--- config.mk ---
export PLATFORM = sky130hd
export DESIGN_NAME = utf8_stream_validator_flat
export DESIGN_NICKNAME = d
export VERILOG_FILES = /design/src/hw/rtl/u8sv_pkg.sv /design/src/hw/rtl/u8sv_stream_if.sv /design/src/hw/rtl/utf8_stream_validator.sv /design/src/hw/rtl/u8sv_front.sv /design/src/hw/rtl/u8sv_queue.sv /design/src/hw/rtl/u8sv_back.sv /design/src/flat_wrapper.sv
export VERILOG_INCLUDE_DIRS = /design/src /design/src/hw/rtl
export SDC_FILE = /design/constraint.sdc
export NUM_CORES = 1
export LEC_CHECK = 0
export BUFFER_PORTS_ARGS = -buffer_cell sky130_fd_sc_hd__buf_4
export CAP_MARGIN = 0
export CORE_ASPECT_RATIO = 0.5
export CORE_UTILIZATION = 50
export CTS_CLUSTER_DIAMETER = 200
export DETAILED_ROUTE_END_ITERATION = 10
export PLACE_DENSITY = 0.69
export SYNTH_ARGS = -nofsm -noshare
export SYNTH_HDL_FRONTEND = slang
export SYNTH_SLANG_ARGS = --single-unit
--- constraint.sdc ---
create_clock -name clock -period 4 [get_ports clock]
set_input_delay 0.6 -clock clock [delete_from_list [all_inputs] [get_ports clock]]
set_output_delay 0.6 -clock clock [all_outputs]
set_load 0.005 [all_outputs]
--- src/hw/rtl/utf8_stream_validator_macros.svh ---
// ---------------------------------------------------------------------------
// UTF-8 stream validator assertion macros
// Concurrent assertion wrappers; they expand to nothing when SYNTH is defined.
// ---------------------------------------------------------------------------
`ifndef UTF8_STREAM_VALIDATOR_MACROS_SVH
`define UTF8_STREAM_VALIDATOR_MACROS_SVH

`ifndef SYNTH
// Checked with reset as the disable condition.
`define U8SV_ASSERT(name, clk, rst, prop, msg) \
   name: assert property (@(posedge clk) disable iff (rst) prop) else $error(msg);
// Checked on every edge, reset included.
`define U8SV_ASSERT_ALWAYS(name, clk, prop, msg) \
   name: assert property (@(posedge clk) prop) else $error(msg);
`else
`define U8SV_ASSERT(name, clk, rst, prop, msg)
`define U8SV_ASSERT_ALWAYS(name, clk, prop, msg)
`endif

`endif

--- src/hw/rtl/u8sv_pkg.sv ---
// ---------------------------------------------------------------------------
// UTF-8 stream validator package
// Byte class limits, code point limits and the character word type.
// ---------------------------------------------------------------------------
package u8sv_pkg;

   localparam logic [7:0] ASCII_MAX = 8'h7F;
   localparam logic [7:0] CONT_MIN  = 8'h80;
   localparam logic [7:0] CONT_MAX  = 8'hBF;
   localparam logic [7:0] LEAD2_MIN = 8'hC2;
   localparam logic [7:0] LEAD2_MAX = 8'hDF;
   localparam logic [7:0] LEAD3_MIN = 8'hE0;
   localparam logic [7:0] LEAD3_MAX = 8'hEF;
   localparam logic [7:0] LEAD4_MIN = 8'hF0;
   localparam logic [7:0] LEAD4_MAX = 8'hF4;

   localparam logic [20:0] CP_MIN2   = 21'h00080;
   localparam logic [20:0] CP_MIN3   = 21'h00800;
   localparam logic [20:0] CP_MIN4   = 21'h10000;
   localparam logic [20:0] CP_MAX    = 21'h10FFFF;
   localparam logic [20:0] SURR_LO   = 21'h0D800;
   localparam logic [20:0] SURR_HI   = 21'h0DFFF;

   localparam logic [2:0] SEQ_NONE = 3'd0;
   localparam logic [2:0] SEQ_LEN2 = 3'd2;
   localparam logic [2:0] SEQ_LEN3 = 3'd3;
   localparam logic [2:0] SEQ_LEN4 = 3'd4;

   // One finished character (or one error word) handed from front to back.
   typedef struct packed {
      logic [3:0][7:0] bytes;
      logic [1:0]      last_idx;   // index of the final byte
      logic [20:0]     scalar_value;
      logic            error;
   } char_type;

   // Head of the character queue as seen by the back end.
   typedef struct packed {
      logic     valid;
      char_type chr;
   } q_head_type;

endpackage

--- src/hw/rtl/u8sv_stream_if.sv ---
// ---------------------------------------------------------------------------
// UTF-8 stream validator channels
// Valid/ready byte input channel and decoded result channel.
// ---------------------------------------------------------------------------
interface u8sv_req_if;
   logic       valid;
   logic       ready;
   logic [7:0] in_byte;

   modport source (output valid, output in_byte, input ready);
   modport sink   (input valid, input in_byte, output ready);
endinterface

interface u8sv_rsp_if;
   logic        valid;
   logic        ready;
   logic [7:0]  out_byte;
   logic        last_of_char;
   logic [20:0] scalar_value;
   logic        error;

   modport source (output valid, output out_byte, output last_of_char,
                   output scalar_value, output error, input ready);
   modport sink   (input valid, input out_byte, input last_of_char,
                   input scalar_value, input error, output ready);
endinterface

--- src/hw/rtl/utf8_stream_validator.sv ---
// ---------------------------------------------------------------------------
// UTF-8 stream validator
// Checks a byte stream as UTF-8 and releases each valid character with its
// decoded code point; any fault turns the stream into sticky error words.
// ---------------------------------------------------------------------------
//   channel    dir   handshake      word contents
//   req_chan   in    valid/ready    in_byte
//   rsp_chan   out   valid/ready    out_byte, last_of_char, scalar_value, error
//
// One byte is taken per cycle while the queue has room; a character's words
// leave one per cycle while rsp_chan is ready. The queue holds each finished
// character, then the output register loads its words. The back end's single
// output port gives one word per byte of a valid character, one per fault.
// req_chan.ready drops only when the character queue (QUEUE_DEPTH) is full.
// Synchronous reset clears the stream state and empties the queue.
// ---------------------------------------------------------------------------
module utf8_stream_validator
   import u8sv_pkg::*;
#(
   parameter int QUEUE_DEPTH = 4
) (
   input  logic       clock,
   input  logic       reset,
   u8sv_req_if.sink   req_chan,
   u8sv_rsp_if.source rsp_chan
);

   logic       q_full;
   logic       q_push;
   char_type   q_push_chr;
   logic       q_pop;
   q_head_type q_head;

   // classify bytes and hold open characters
   u8sv_front u_front (
      .clock    (clock),
      .reset    (reset),
      .req      (req_chan),
      .q_full   (q_full),
      .push     (q_push),
      .push_chr (q_push_chr)
   );

   // decouple the byte side from the word side
   u8sv_queue #(
      .DEPTH (QUEUE_DEPTH)
   ) u_queue (
      .clock    (clock),
      .reset    (reset),
      .push     (q_push),
      .push_chr (q_push_chr),
      .pop      (q_pop),
      .full     (q_full),
      .head     (q_head)
   );

   // advance through each character's bytes, one word per cycle while rsp is ready
   u8sv_back u_back (
      .clock (clock),
      .reset (reset),
      .head  (q_head),
      .pop   (q_pop),
      .rsp   (rsp_chan)
   );

endmodule

--- src/hw/rtl/u8sv_front.sv ---
// ---------------------------------------------------------------------------
// UTF-8 stream validator front end
// Accepts bytes, holds open characters and checks each one when it completes.
// ---------------------------------------------------------------------------
`include "utf8_stream_validator_macros.svh"

module u8sv_front
   import u8sv_pkg::*;
(
   input  logic        clock,
   input  logic        reset,
   u8sv_req_if.sink    req,
   input  logic        q_full,
   output logic        push,
   output char_type    push_chr
);

   logic            stream_ok_ff, stream_ok_in;
   logic [1:0]      held_count_ff, held_count_in;
   logic [2:0]      seq_len_ff, seq_len_in;
   logic [20:0]     partial_ff, partial_in;
   logic [7:0]      held_ff [3];
   logic [7:0]      held_in [3];

   logic            accept;
   logic            produce;
   logic            fail;
   logic [7:0]      b;
   logic [20:0]     gathered;
   logic [20:0]     minimum;
   logic            cont_ok;

   assign req.ready = !q_full;
   assign accept    = req.valid && req.ready;
   assign b         = req.in_byte;
   assign gathered  = {partial_ff[14:0], b[5:0]};
   assign push      = accept && produce;

   always_comb begin
      stream_ok_in  = stream_ok_ff;
      held_count_in = held_count_ff;
      seq_len_in    = seq_len_ff;
      partial_in    = partial_ff;
      held_in       = held_ff;
      produce       = 1'b0;
      fail          = 1'b0;
      push_chr      = '0;
      minimum       = CP_MIN4;
      cont_ok       = 1'b1;

      if (!stream_ok_ff) begin
         fail = 1'b1;
      end else if (held_count_ff == 2'd0) begin
         if (b <= ASCII_MAX) begin
            produce               = 1'b1;
            push_chr.bytes[0]     = b;
            push_chr.scalar_value = {13'd0, b};
         end else if (b >= LEAD2_MIN && b <= LEAD2_MAX) begin
            seq_len_in = SEQ_LEN2;
            partial_in = {16'd0, b[4:0]};
         end else if (b >= LEAD3_MIN && b <= LEAD3_MAX) begin
            seq_len_in = SEQ_LEN3;
            partial_in = {17'd0, b[3:0]};
         end else if (b >= LEAD4_MIN && b <= LEAD4_MAX) begin
            seq_len_in = SEQ_LEN4;
            partial_in = {18'd0, b[2:0]};
         end else begin
            fail = 1'b1;
         end
         if (!fail && b > ASCII_MAX) begin
            held_in[0]    = b;
            held_count_in = 2'd1;
         end
      end else if (({1'b0, held_count_ff} + 3'd1) < seq_len_ff) begin
         // middle byte: gather bits, check later
         partial_in             = gathered;
         held_in[held_count_ff] = b;
         held_count_in          = held_count_ff + 2'd1;
      end else begin
         // final byte: check the whole character
         unique case (seq_len_ff)
            SEQ_LEN2: minimum = CP_MIN2;
            SEQ_LEN3: minimum = CP_MIN3;
            default:  minimum = CP_MIN4;
         endcase
         cont_ok = (b >= CONT_MIN && b <= CONT_MAX);
         if (held_count_ff >= 2'd2 && !(held_ff[1] >= CONT_MIN && held_ff[1] <= CONT_MAX))
            cont_ok = 1'b0;
         if (held_count_ff == 2'd3 && !(held_ff[2] >= CONT_MIN && held_ff[2] <= CONT_MAX))
            cont_ok = 1'b0;
         if (!cont_ok || gathered < minimum || gathered > CP_MAX ||
             (gathered >= SURR_LO && gathered <= SURR_HI)) begin
            fail = 1'b1;
         end else begin
            produce               = 1'b1;
            push_chr.bytes[0]     = held_ff[0];
            push_chr.bytes[1]     = (held_count_ff == 2'd1) ? b : held_ff[1];
            push_chr.bytes[2]     = (held_count_ff == 2'd2) ? b : held_ff[2];
            push_chr.bytes[3]     = b;
            push_chr.last_idx     = held_count_ff;
            push_chr.scalar_value = gathered;
            held_count_in         = 2'd0;
            seq_len_in            = SEQ_NONE;
            partial_in            = '0;
         end
      end

      if (fail) begin
         produce           = 1'b1;
         push_chr          = '0;
         push_chr.error    = 1'b1;
         stream_ok_in      = 1'b0;
         held_count_in     = 2'd0;
         seq_len_in        = SEQ_NONE;
         partial_in        = '0;
      end
   end

   always_ff @(posedge clock) begin
      if (reset) begin
         stream_ok_ff  <= 1'b1;
         held_count_ff <= 2'd0;
         seq_len_ff    <= SEQ_NONE;
         partial_ff    <= '0;
      end else if (accept) begin
         stream_ok_ff  <= stream_ok_in;
         held_count_ff <= held_count_in;
         seq_len_ff    <= seq_len_in;
         partial_ff    <= partial_in;
      end
   end

   // held bytes are payload: no reset
   always_ff @(posedge clock) begin
      if (accept) begin
         held_ff <= held_in;
      end
   end

   `U8SV_ASSERT(a_err_sticky, clock, reset, !stream_ok_ff |=> !stream_ok_ff, "error cleared")
   `U8SV_ASSERT(a_held_below_len, clock, reset, (held_count_ff != 2'd0) |-> (seq_len_ff > 3'(held_count_ff)), "held count reached length")

endmodule

--- src/hw/rtl/u8sv_queue.sv ---
// ---------------------------------------------------------------------------
// UTF-8 stream validator character queue
// Short FIFO of finished characters between front and back end.
// ---------------------------------------------------------------------------
`include "utf8_stream_validator_macros.svh"

module u8sv_queue
   import u8sv_pkg::*;
#(
   parameter int DEPTH = 4
) (
   input  logic        clock,
   input  logic        reset,
   input  logic        push,
   input  char_type    push_chr,
   input  logic        pop,
   output logic        full,
   output q_head_type  head
);

   localparam int PTR_W = (DEPTH > 1) ? $clog2(DEPTH) : 1;
   localparam int CNT_W = $clog2(DEPTH + 1);

   char_type         slot_ff [DEPTH];
   logic [PTR_W-1:0] wr_ptr_ff, rd_ptr_ff;
   logic [CNT_W-1:0] count_ff;

   assign full       = (count_ff == CNT_W'(DEPTH));
   assign head.valid = (count_ff != '0);
   assign head.chr   = slot_ff[rd_ptr_ff];

   always_ff @(posedge clock) begin
      if (reset) begin
         wr_ptr_ff <= '0;
         rd_ptr_ff <= '0;
         count_ff  <= '0;
      end else begin
         if (push) begin
            wr_ptr_ff <= (wr_ptr_ff == PTR_W'(DEPTH - 1)) ? '0 : wr_ptr_ff + 1'b1;
         end
         if (pop) begin
            rd_ptr_ff <= (rd_ptr_ff == PTR_W'(DEPTH - 1)) ? '0 : rd_ptr_ff + 1'b1;
         end
         if (push && !pop) begin
            count_ff <= count_ff + 1'b1;
         end else if (pop && !push) begin
            count_ff <= count_ff - 1'b1;
         end
      end
   end

   always_ff @(posedge clock) begin
      if (push) begin
         slot_ff[wr_ptr_ff] <= push_chr;
      end
   end

   `U8SV_ASSERT(a_count_bound, clock, reset, count_ff <= CNT_W'(DEPTH), "queue count above depth")
   `U8SV_ASSERT(a_count_up, clock, reset, (push && !pop) |=> (count_ff == CNT_W'($past(count_ff) + 1'b1)), "queue count did not advance")

endmodule

--- src/hw/rtl/u8sv_back.sv ---
// ---------------------------------------------------------------------------
// UTF-8 stream validator back end
// Serializes each queued character into result words through an output register.
// ---------------------------------------------------------------------------
`include "utf8_stream_validator_macros.svh"

module u8sv_back
   import u8sv_pkg::*;
(
   input  logic        clock,
   input  logic        reset,
   input  q_head_type  head,
   output logic        pop,
   u8sv_rsp_if.source  rsp
);

   logic        out_valid_ff;
   logic [7:0]  out_byte_ff;
   logic        out_last_ff;
   logic [20:0] out_cp_ff;
   logic        out_error_ff;
   logic [1:0]  idx_ff;

   logic        load;
   logic        at_last;

   assign load    = !out_valid_ff || rsp.ready;
   assign at_last = (idx_ff == head.chr.last_idx);
   assign pop     = load && head.valid && at_last;

   assign rsp.valid        = out_valid_ff;
   assign rsp.out_byte     = out_byte_ff;
   assign rsp.last_of_char = out_last_ff;
   assign rsp.scalar_value = out_cp_ff;
   assign rsp.error        = out_error_ff;

   always_ff @(posedge clock) begin
      if (reset) begin
         out_valid_ff <= 1'b0;
         idx_ff       <= 2'd0;
      end else if (load) begin
         out_valid_ff <= head.valid;
         if (head.valid) begin
            idx_ff <= at_last ? 2'd0 : idx_ff + 2'd1;
         end
      end
   end

   always_ff @(posedge clock) begin
      if (load && head.valid) begin
         out_byte_ff  <= head.chr.bytes[idx_ff];
         out_last_ff  <= at_last;
         out_cp_ff    <= head.chr.scalar_value;
         out_error_ff <= head.chr.error;
      end
   end

   `U8SV_ASSERT(a_err_word, clock, reset, (out_valid_ff && out_error_ff) |-> (out_last_ff && out_byte_ff == 8'd0 && out_cp_ff == 21'd0), "malformed error word")

endmodule

--- src/flat_wrapper.sv ---
// flat-port wrapper written by rule: the top's interface ports become plain ports
module utf8_stream_validator_flat import u8sv_pkg::*;
#(
   parameter int QUEUE_DEPTH = 4
)
  (clock, reset, req_chan_valid, req_chan_in_byte, req_chan_ready, rsp_chan_valid, rsp_chan_out_byte, rsp_chan_last_of_char, rsp_chan_scalar_value, rsp_chan_error, rsp_chan_ready);
  u8sv_req_if req_chan_i ();
  u8sv_rsp_if rsp_chan_i ();
  input  logic clock;
  input  logic reset;
  input wire logic [$bits(req_chan_i.valid)-1:0] req_chan_valid;
  input wire logic [$bits(req_chan_i.in_byte)-1:0] req_chan_in_byte;
  output wire logic [$bits(req_chan_i.ready)-1:0] req_chan_ready;
  output wire logic [$bits(rsp_chan_i.valid)-1:0] rsp_chan_valid;
  output wire logic [$bits(rsp_chan_i.out_byte)-1:0] rsp_chan_out_byte;
  output wire logic [$bits(rsp_chan_i.last_of_char)-1:0] rsp_chan_last_of_char;
  output wire logic [$bits(rsp_chan_i.scalar_value)-1:0] rsp_chan_scalar_value;
  output wire logic [$bits(rsp_chan_i.error)-1:0] rsp_chan_error;
  input wire logic [$bits(rsp_chan_i.ready)-1:0] rsp_chan_ready;
  assign req_chan_i.valid = req_chan_valid;
  assign req_chan_i.in_byte = req_chan_in_byte;
  assign req_chan_ready = req_chan_i.ready;
  assign rsp_chan_valid = rsp_chan_i.valid;
  assign rsp_chan_out_byte = rsp_chan_i.out_byte;
  assign rsp_chan_last_of_char = rsp_chan_i.last_of_char;
  assign rsp_chan_scalar_value = rsp_chan_i.scalar_value;
  assign rsp_chan_error = rsp_chan_i.error;
  assign rsp_chan_i.ready = rsp_chan_ready;
  utf8_stream_validator #(.QUEUE_DEPTH(QUEUE_DEPTH)) u_core (.clock(clock), .reset(reset), .req_chan(req_chan_i), .rsp_chan(rsp_chan_i));
endmodule
==> impl_metrics.json <==
{
  "ys_warn_count": 0,
  "ys_types": 62,
  "vias": 6169,
  "place_inst": 1038,
  "synthesis.area_um2": 12400,
  "rsz0062_at_grt": "no",
  "cp_max_fo": 11,
  "routedWlPerCell_um": 22.2,
  "power.density_nw_per_um2": 608,
  "holdCritStartpoint": "req_chan_in_byte[6]",
  "required_ns": 4.27,
  "fin_crit_sh_pct": 83.4,
  "ant_nets": 0,
  "grt_pass1_vias": 6368,
  "grt-ovfl-total": 0,
  "multiInputGateArea_um2": 3140,
  "dieArea_um2": 25400,
  "outcome": "finished, final reports clean",
  "yosys-top-cells-area": "edfxtp_1, mux4_2, dfxtp_1",
  "fmax_ghz": 0.300,
  "ys_top_cells_by_count": "edfxtp_1, mux4_2, and2_1",
  "drcViolationCount": 0,
  "cts_root_buffer": "clkbuf_16",
  "coreArea_um2": 24100,
  "nFillCells": 1803,
  "drive_gt1_share_pct": 24.9,
  "h-tree-depth": 1,
  "wl_mm": 24.1,
  "synthArstFlopShare_pct": 0,
  "row_count": 40,
  "post_drt_via_cell_ratio": 5.68,
  "synth_top_area_share_pct": 67.8,
  "area_growth_syn_to_layout_pct": 13.6,
  "yosysTopAreaCell": "edfxtp_1",
  "cts_setup_buffers": 0,
  "drt_pass1_iterations": 5,
  "peakVddDrop_mv": 0.367,
  "tns_ns": 0,
  "crit_type": "reg2reg",
  "gp_congestion": 0.869,
  "final_util_pct": 58.2,
  "power_leakage_nw": 4.60,
  "tightest_slew_ns": 1.04,
  "fin_skew_ns": 0.0172,
  "period_needed_ns": 3.33,
  "seqCellArea_um2": 9040,
  "path_clk_slew_ns": 0.07,
  "setup.worst_path.start_class": "register",
  "maxCapViolations": 0,
  "ios": 45,
  "place_ws_ns": 0.696,
  "setup_ws_ns": 0.666,
  "drt_iter0_drc": 502,
  "grt_max_degree": 57,
  "avgSynthCellArea_um2": 18.4,
  "postSynthCellCount": 671,
  "die_h_um": 113,
  "yosysMostFrequentCell": "edfxtp_1",
  "num_antenna_cells": 0,
  "hold_buffers": 0,
  "cts_buffer_depth": 3,
  "grt_pass1_wl_mm": 37.5,
  "ys_seq_elements": 312,
  "crit_start": "u_core.u_front.held_count_ff[0]$_SDFFE_PP0P_",
  "reg2reg_from": "u_core.u_front.held_count_ff[0]$_SDFFE_PP0P_",
  "io_buffers": 44,
  "finalSetupViolations": 0,
  "slew_viol_final": 0,
  "clkLatencyLatePin_ns": 0.55,
  "relSlewSlack_pct": 30.5,
  "synth-edff-count": 279,
  "ys_seq_area_share_pct": 73.1,
  "cts_tree": "done",
  "worstSetupEndpointType": "register",
  "hp-class": "in2reg",
  "antenna_found_initial": 0,
  "grtUsageTotal_pct": 19.9,
  "start_util_pct": 51.2,
  "cts_resized": 0,
  "timing_hold_violations_final": 0,
  "clock-sinks": 312,
  "synth_ff_type": "edfxtp_1",
  "crit_arrival_ns": 3.61,
  "fin_cells": 1087,
  "nNetsFinal": 758,
  "die_w_um": 224,
  "dp_hpwl_mm": 14.4,
  "hold_slack_ns": 0.312,
  "cts_buffers": 27
}
stage by stage:
stage               cell area (µm²)  power (mW)
floorplan                     12400        5.37
global placement              13200        6.05
detailed placement            13200        6.07
CTS                           14000        8.64
global route                  14000        8.90
finish                        14000        8.53
registers in the layout (all words and copies together) (netlist names), 2 cells and up, named ones only:
| register | count |
|---|---|
| u_core.u_front.held_ff | 24 |
| u_core.u_queue.wr_ptr_ff | 2 |
| u_core.u_front.seq_len_ff | 3 |
| u_core.u_queue.rd_ptr_ff | 2 |
| u_core.u_back.rsp.out_byte | 8 |
| u_core.u_back.rsp.scalar_value | 21 |
| u_core.u_queue.slot_ff | 224 |
| u_core.u_queue.count_ff | 3 |
| u_core.u_front.partial_ff | 15 |
| u_core.u_front.held_count_ff | 2 |
| u_core.u_back.idx_ff | 2 |
cell type report:
cell class / instances / area share, %
clock buffers: 38 / 5.18
clock inverters: 11 / 0.963
inverters: 14 / 0.374
multi-input cells: 315 / 22.4
flip-flops and latches: 312 / 64.4
well taps: 336 / 2.99
repair buffers: 61 / 3.71
critical path: stages, from the launching register on:
cell,delay (ns)
dfxtp_1,0.40
inv_1,0.12
ha_1,0.37
or2_0,0.28
a221oi_2,0.39
o211ai_2,0.15
or3_1,0.62
buf_4,0.28
a21boi_0,0.44
cell families (layout without fill, tap and decap cells):
group           count (synthesis)  in the layout  share of synthesized area, %
flops                         312            312                          73.1
simple gates                  140            140                          6.21
mux                            82             82                          13.2
compound gates                 70             70                          3.92
buf+inv                        47            124                          1.66
fa+ha+maj                      15             15                          1.58
xor+xnor                        4              4                         0.283
other cells                     1              4                        0.0303
report_power, final:
| part | leakage (nW) | internal (mW) | switching [mW] |
|---|---|---|---|
| sequential | 2.83 | 4.07 | 0.179 |
| combinational | 1.36 | 0.859 | 0.854 |
| clock | 0.411 | 1.46 | 1.11 |
| total | 4.60 | 6.39 | 2.14 |
path summary, 6_finish.rpt:
path                                                               end  slack, ns  cells past startpoint
worst max-delay path            u_core.u_queue.slot_ff[0][4]$_DFFE_PP_       0.67                      8
worst min-delay path              u_core.u_front.held_ff[14]$_DFFE_PP_       0.31                      1
worst max register to register  u_core.u_queue.slot_ff[0][4]$_DFFE_PP_       0.67                      8
worst min register to register    u_core.u_back.rsp.valid$_SDFFE_PP0N_       0.47                      2
metal layers:
metal,vias to the layer above,wire [µm],global-route usage (%)
met2,129,11300,31.6
met1,3227,11300,28.9
met3,31,1150,3.87
li1,2782,-,-
met4,0,402,4.54
met5,-,0,0
cells in the final DEF, fill, tap and decap left out, types with 3 or more instances in the layout:
| cell type | Yosys | final |
|---|---|---|
| or4_1 | 3 | 3 |
| mux4_2 | 64 | 64 |
| nand3_1 | 4 | 4 |
| a22oi_1 | 11 | 11 |
| nor2b_1 | 3 | 3 |
| a21boi_0 | 6 | 6 |
| clkbuf_16 | 0 | 27 |
| nor2_1 | 33 | 33 |
| and2_1 | 43 | 39 |
| conb_1 | 1 | 4 |
| buf_4 | 0 | 56 |
| nand2_1 | 20 | 20 |
| mux2i_1 | 10 | 10 |
| and2_2 | 0 | 4 |
| or3_1 | 5 | 5 |
| inv_1 | 13 | 13 |
| edfxtp_1 | 279 | 279 |
| a22o_1 | 6 | 6 |
| bufinv_16 | 0 | 3 |
| dfxtp_1 | 33 | 31 |
| a21oi_1 | 21 | 21 |
| mux2_2 | 8 | 8 |
| o21ai_0 | 8 | 8 |
| clkbuf_1 | 17 | 10 |
| ha_1 | 14 | 14 |
| nand2b_1 | 4 | 4 |
| nor3_1 | 9 | 8 |
| clkinv_1 | 0 | 3 |
| buf_12 | 0 | 5 |
Note: power is estimated with default switching activity, not from simulation.
